$ cat src/pcm_mix_pkg.sv
// ============================================================================
// PCM playback mixer package
// Shared types, codes and default sizes for the eight-voice PCM mixer.
// ============================================================================
package pcm_mix_pkg;

    // default sizes
    localparam int DEF_NUM_VOICES    = 8;
    localparam int DEF_FRACTION_BITS = 11;
    localparam int DEF_WAVE_BYTES    = 65536;

    localparam int VOICE_SLOTS = 8;
    localparam int VOICE_W     = 3;

    // operation codes
    localparam logic [1:0] OP_REG  = 2'd0;
    localparam logic [1:0] OP_MEM  = 2'd1;
    localparam logic [1:0] OP_TICK = 2'd2;
    localparam logic [1:0] OP_RSVD = 2'd3;

    // register indexes
    localparam logic [3:0] REG_ENV      = 4'd0;
    localparam logic [3:0] REG_PAN      = 4'd1;
    localparam logic [3:0] REG_STEP_LO  = 4'd2;
    localparam logic [3:0] REG_STEP_HI  = 4'd3;
    localparam logic [3:0] REG_LOOP_LO  = 4'd4;
    localparam logic [3:0] REG_LOOP_HI  = 4'd5;
    localparam logic [3:0] REG_START    = 4'd6;
    localparam logic [3:0] REG_CTRL     = 4'd7;
    localparam logic [3:0] REG_ONOFF    = 4'd8;
    localparam logic [3:0] REG_RSVD     = 4'hF;

    // configuration register indexes
    localparam logic [1:0] CFG_MASTER_VOLUME = 2'd0;
    localparam logic [1:0] CFG_MUTE_MASK     = 2'd1;

    localparam logic [7:0]  STOP_BYTE     = 8'hFF;
    localparam logic [14:0] MASTER_RESET  = 15'd8192;
    localparam logic [11:0] BANK_END      = 12'hFFF;
    localparam logic [19:0] MIX_MAX       = 20'sd32767;
    localparam logic [19:0] MIX_MIN       = -20'sd32768;
    localparam logic [19:0] CLAMP_MIN     = -20'sd32767;

    // controller states
    typedef enum logic [15:0] {
        S_CLEAR   = 16'h0001,
        S_IDLE    = 16'h0002,
        S_EXEC    = 16'h0004,
        S_VSEL    = 16'h0008,
        S_RD1     = 16'h0010,
        S_RD2     = 16'h0020,
        S_MUL1    = 16'h0040,
        S_MUL2    = 16'h0080,
        S_MUL3    = 16'h0100,
        S_MIX     = 16'h0200,
        S_SCAN_RD = 16'h0400,
        S_SCAN_CK = 16'h0800,
        S_FIN     = 16'h1000,
        S_NEXT    = 16'h2000,
        S_DONE    = 16'h4000
    } t_state;

    // controller to datapath
    typedef struct packed {
        logic clr_step;
        logic latch;
        logic exec;
        logic vsel;
        logic rd1;
        logic rd2;
        logic mul1;
        logic mul2;
        logic mul3;
        logic mix;
        logic scan_rd;
        logic scan_ck;
        logic fin;
        logic next;
        logic load_out;
    } t_cmd;

    // datapath to controller
    typedef struct packed {
        logic       clear_last;
        logic [1:0] op;
        logic       voice_en;
        logic       rd_stop;
        logic       scan_more;
        logic       last_voice;
        logic       out_free;
    } t_status;

endpackage

$ cat src/pcm_mix_ctrl.sv
// ============================================================================
// PCM mixer controller
// Sequences item execution, the per-voice tick walk and the wave clear pass.
// ============================================================================
module pcm_mix_ctrl
    import pcm_mix_pkg::*;
(
    input  logic    i_clk,
    input  logic    i_rst_n,
    input  logic    i_valid,
    output logic    o_ready,
    input  t_status i_st,
    output t_cmd    o_cmd
);

    t_state r_state, n_state;

    // state register
    always_ff @(posedge i_clk) begin
        if (!i_rst_n) begin
            r_state <= S_CLEAR;
        end else begin
            r_state <= n_state;
        end
    end

    assign o_ready = (r_state == S_IDLE);

    // next state and commands
    always_comb begin
        n_state = r_state;
        o_cmd   = '0;
        case (r_state)
            S_CLEAR: begin
                o_cmd.clr_step = 1'b1;
                if (i_st.clear_last) n_state = S_IDLE;
            end
            S_IDLE: begin
                if (i_valid) begin
                    o_cmd.latch = 1'b1;
                    n_state     = S_EXEC;
                end
            end
            S_EXEC: begin
                o_cmd.exec = 1'b1;
                n_state    = (i_st.op == OP_TICK) ? S_VSEL : S_DONE;
            end
            S_VSEL: begin
                o_cmd.vsel = 1'b1;
                n_state    = i_st.voice_en ? S_RD1 : S_NEXT;
            end
            S_RD1: begin
                o_cmd.rd1 = 1'b1;
                n_state   = i_st.rd_stop ? S_RD2 : S_MUL1;
            end
            S_RD2: begin
                o_cmd.rd2 = 1'b1;
                n_state   = i_st.rd_stop ? S_FIN : S_MUL1;
            end
            S_MUL1: begin
                o_cmd.mul1 = 1'b1;
                n_state    = S_MUL2;
            end
            S_MUL2: begin
                o_cmd.mul2 = 1'b1;
                n_state    = S_MUL3;
            end
            S_MUL3: begin
                o_cmd.mul3 = 1'b1;
                n_state    = S_MIX;
            end
            S_MIX: begin
                o_cmd.mix = 1'b1;
                n_state   = S_SCAN_RD;
            end
            S_SCAN_RD: begin
                o_cmd.scan_rd = 1'b1;
                n_state       = i_st.scan_more ? S_SCAN_CK : S_FIN;
            end
            S_SCAN_CK: begin
                o_cmd.scan_ck = 1'b1;
                n_state       = i_st.rd_stop ? S_FIN : S_SCAN_RD;
            end
            S_FIN: begin
                o_cmd.fin = 1'b1;
                n_state   = S_NEXT;
            end
            S_NEXT: begin
                o_cmd.next = 1'b1;
                n_state    = i_st.last_voice ? S_DONE : S_VSEL;
            end
            S_DONE: begin
                if (i_st.out_free) begin
                    o_cmd.load_out = 1'b1;
                    n_state        = S_IDLE;
                end
            end
            default: begin
                n_state = S_CLEAR;
            end
        endcase
    end

endmodule

$ cat config.mk
export PLATFORM = sky130hd
export DESIGN_NAME = pcm_mix_ctrl
export DESIGN_NICKNAME = d
export VERILOG_FILES = /design/src/pcm_mix_pkg.sv /design/src/pcm_mix_ctrl.sv
export SDC_FILE = /design/constraint.sdc
export NUM_CORES = 1
export LEC_CHECK = 0
export ABC_AREA = 1
export BUFFER_PORTS_ARGS = -buffer_cell sky130_fd_sc_hd__buf_2
export CAP_MARGIN = 0
export CELL_PAD_IN_SITES_DETAIL_PLACEMENT = 1
export CELL_PAD_IN_SITES_GLOBAL_PLACEMENT = 1
export CORE_MARGIN = 10
export CORE_UTILIZATION = 35
export DETAILED_ROUTE_END_ITERATION = 16
export PLACE_DENSITY = 0.79
export SETUP_SLACK_MARGIN = 0.05
export SYNTH_ARGS = -nofsm -noshare
export SYNTH_HDL_FRONTEND = slang
export SYNTH_SLANG_ARGS = --single-unit
$ cat constraint.sdc
create_clock -name i_clk -period 1.9 [get_ports i_clk]
set_input_delay 0.285 -clock i_clk [delete_from_list [all_inputs] [get_ports i_clk]]
set_output_delay 0.285 -clock i_clk [all_outputs]
set_load 0.01 [all_outputs]
==> metrics.md <==
| Metric | Value |
|---|---|
| Max Fanout on Critical Path | 6 |
| Root Driver | clkbuf_4 |
| P&R area growth vs syn | 23.9% |
| Source of the critical timing path | r_state[13] |
| CP top delay family | simple AND/OR/NAND/NOR gates |
| Largest regs | r_state (15) |
| CTS Sinks | 15 |
| Final hold vios | 0 |
| Synth unique cells | 19 |
| Initial DRC Count | 20 |
| Synthesized area per cell | 6.25 um2 |
| Worst path slowest cell | dfxtp_1 |
| Initial antenna violation count | 0 |
| CP Data Arrival Time | 1.48 ns |
| VDD IR max | 258 uV |
| WP data required | 1.62 ns |
| Leakage power | 0.737 nW |
| Final nets | 212 |
| FF-to-FF End | r_state[1] |
| CP bufs+invs | 3 |
| Initial Util | 37.2% |
| Port Buf Inserts | 26 |
| Hold buffers post-CTS | 0 |
| Io pins | 27 |
| Internal power | 618 uW |
| Comb power frac | 49.8% |
| Most flop-heavy register | r_state |
| First-pass DRT Iterations | 2 |
| DRT antenna net count | 0 |
| Worst Hold Class | primary input to flop |
| Crit-path max cell delay | 0.35 ns |
| Fill cell count | 400 |
| Die H | 74.6 um |
| Vias in the first global route | 1124 |
| Final TNS setup | 0 ns |
| Simple logic cell fraction of the synthesized area | 51.8% |
| Total clock buffers created by CTS | 3 |
| Largest area contributor in the netlist | dfxtp_1 |
| Outcome | finished, final reports clean |
| Largest net degree at the start of global routing | 11 |
| Upper clock frequency limit | 567 MHz |
| CP endpoint kind | primary output |
| Gpl congestion | 0.784 |
| Critical path depth | 7 |
| Flop-to-flop setup slack | 0.22 ns |
| Worst path cell trace | nor2_2 -> nand2_4 -> nor2_8 -> buf_4 -> nand2_2 -> inv_1 -> buf_2 |
| GRT Util Overall | 11.4% |
| Adder-cell share of the synthesized area | 0% |
| Worst clock skew | 0.00583 ns |
| Std cell rows | 19 |
| PwrDens | 855 nW/um2 |
| P_sw | 487 uW |
| Share of cells above drive strength 1 | 32.5% |
| TritonCTS clock tree | yes |
| RSZ-0062 raised after global routing | false |
| Final count of negative-setup-slack endpoints | 0 |
| Clk pwr share | 17.1% |
| Worst-Skew Late Latency | 0.28 ns |
| Syn nets | 178 |
| Syn. warnings | 0 |
| FF+latch count, synth | 15 |
| Mux cell area share after synthesis | 0% |
| Residual DRC | 0 |
| Post-synth top area share | 28.8% |
| Max_cap viols | 0 |
| Final slew viol count | 0 |
| Most frequent cells in the layout | inv_1 (35), nor2_1 (33), nand2_1 (30) |
| GRT overflow | 0 |
| R2r startpoint | r_state[13] |
| Core region area | 2810 um2 |
| Sw Share | 44.1% |
| Routed len/inst | 13.1 um |
| Synthesized area | 1040 um2 |
| Most common cell after layout, fill and taps aside | inv_1 |
| Mapped Cells | 167 |
| First-pass GRT wire length | 5040 um |
| Largest family of logic cells by synthesized area | simple AND/OR/NAND/NOR gates |
| Top cells by area, synth | dfxtp_1 (29%), inv_1 (13%), nor2_1 (12%) |
| XOR/XNOR share of the synthesized area | 0% |
| CTS H-Tree Depth | 1 |
| Crit start category | flop |
| Worst Max-Slew Pin Slew | 0.255 ns |
| DPL Wire Length | 2510 um |
| Largest register FFs | 15 |
| Period utilisation layout | 92.8% |
| Max-Slew Margin vs Limit | 83.0% |
| Max clock buf depth | 2 |
| Post-synthesis compound-gate area fraction | 6.47% |
| Sequential share of power | 33.1% |
| Vias | 1073 |
| CP Capture Point | o_cmd[9] |
| Drt via density | 4.65 |
| Die width | 74.6 um |
| CTS clk-pin slew, worst paths | 0.10 ns |
| Fin crit period | 1.76 ns |
| Die footprint | 5570 um2 |
| Final wirelength | 3020 um |
| Register area share after synthesis | 28.8% |
| Hold_ws | 0.233 ns |
| Setup CP Type | flop to primary output |
| Cell depth of the worst flop-to-flop path | 10 |
| Antenna diode count | 0 |
-- power groups by stage --
stage	clock network [mW]	logic (mW)	registers (mW)
floorplan	0	0.416	0.363
global placement	0	0.529	0.367
detailed placement	0	0.536	0.368
CTS	0.193	0.538	0.360
global route	0.211	0.614	0.369
finish	0.189	0.551	0.366
-- synthesized netlist by cell type (all sizes together) --
| master | count |
|---|---|
| nand3 | 6 |
| a21oi | 2 |
| nor3 | 3 |
| nor2 | 50 |
| o21bai | 1 |
| o21ai | 7 |
| nand3b | 1 |
| a211oi | 1 |
| a22oi | 1 |
| nand2 | 44 |
| inv | 36 |
| dfxtp | 15 |
-- worst reg2reg max path, cell delays in order, from the launching register on --
cell and delay [ns]:
dfxtp_1 0.35, nor2_2 0.17, nand2_4 0.11, nor2_8 0.13, buf_4 0.16, buf_4 0.11
nand3b_1 0.10, o21ai_1 0.15, inv_1 0.06, a21oi_1 0.17, nor2_1 0.07
-- routing by layer --
metal	vias to the layer above	wire, um	global-route usage (%)
met5	-	0	0
met4	0	33	3.15
met1	491	1310	12.5
li1	560	-	-
met3	4	120	2.79
met2	18	1550	21.2
-- final cells by class --
| cell class | count | area [um2] | area share, % |
|---|---|---|---|
| multi-input combinational | 116 | 638 | 49.4 |
| tap | 31 | 38.8 | 3.00 |
| sequential | 15 | 302 | 23.3 |
| timing repair buffer | 29 | 153 | 11.8 |
| inverter | 36 | 135 | 10.5 |
| clock buffer | 4 | 26.3 | 2.03 |
-- cell families after synthesis --
group | after synthesis
simple gates | 104
flops | 15
compound gates | 12
buf+inv | 36
-- stage by stage --
| step | utilization, % | std cells | setup slack, ns | cell area (um2) | total power, mW |
|---|---|---|---|---|---|
| after floorplan | - | 167 | 0.586 | 1040 | 0.780 |
| after global placement | 43.2 | 224 | 0.382 | 1210 | 0.896 |
| after detailed placement | 43.2 | 224 | 0.352 | 1210 | 0.903 |
| after CTS | 44.2 | 228 | 0.106 | 1240 | 1.09 |
| after global routing | 46.1 | 231 | 0.0498 | 1290 | 1.19 |
| final | 46.1 | 231 | 0.137 | 1290 | 1.11 |
-- timing repair --
item | 4_1_cts | 5_1_grt
resized for setup | 0 | 9
buffers inserted | 0 | 3
endpoints found under the setup margin | 0 | 9
-- worst min-delay path by stage --
stage             from          to  slack [ns]  depth (start not counted)
5_1_grt        i_rst_n  r_state[0]        0.23                          2
6_report       i_st[3]  r_state[6]        0.23                          2
3_3_place_gp   i_rst_n  r_state[0]        0.52                          2
3_5_place_dp   i_st[3]  r_state[6]        0.53                          2
2_1_floorplan  i_st[3]  r_state[6]        0.36                          1
4_1_cts        i_st[3]  r_state[6]        0.23                          2
Note: power is estimated with default switching activity, not from simulation.
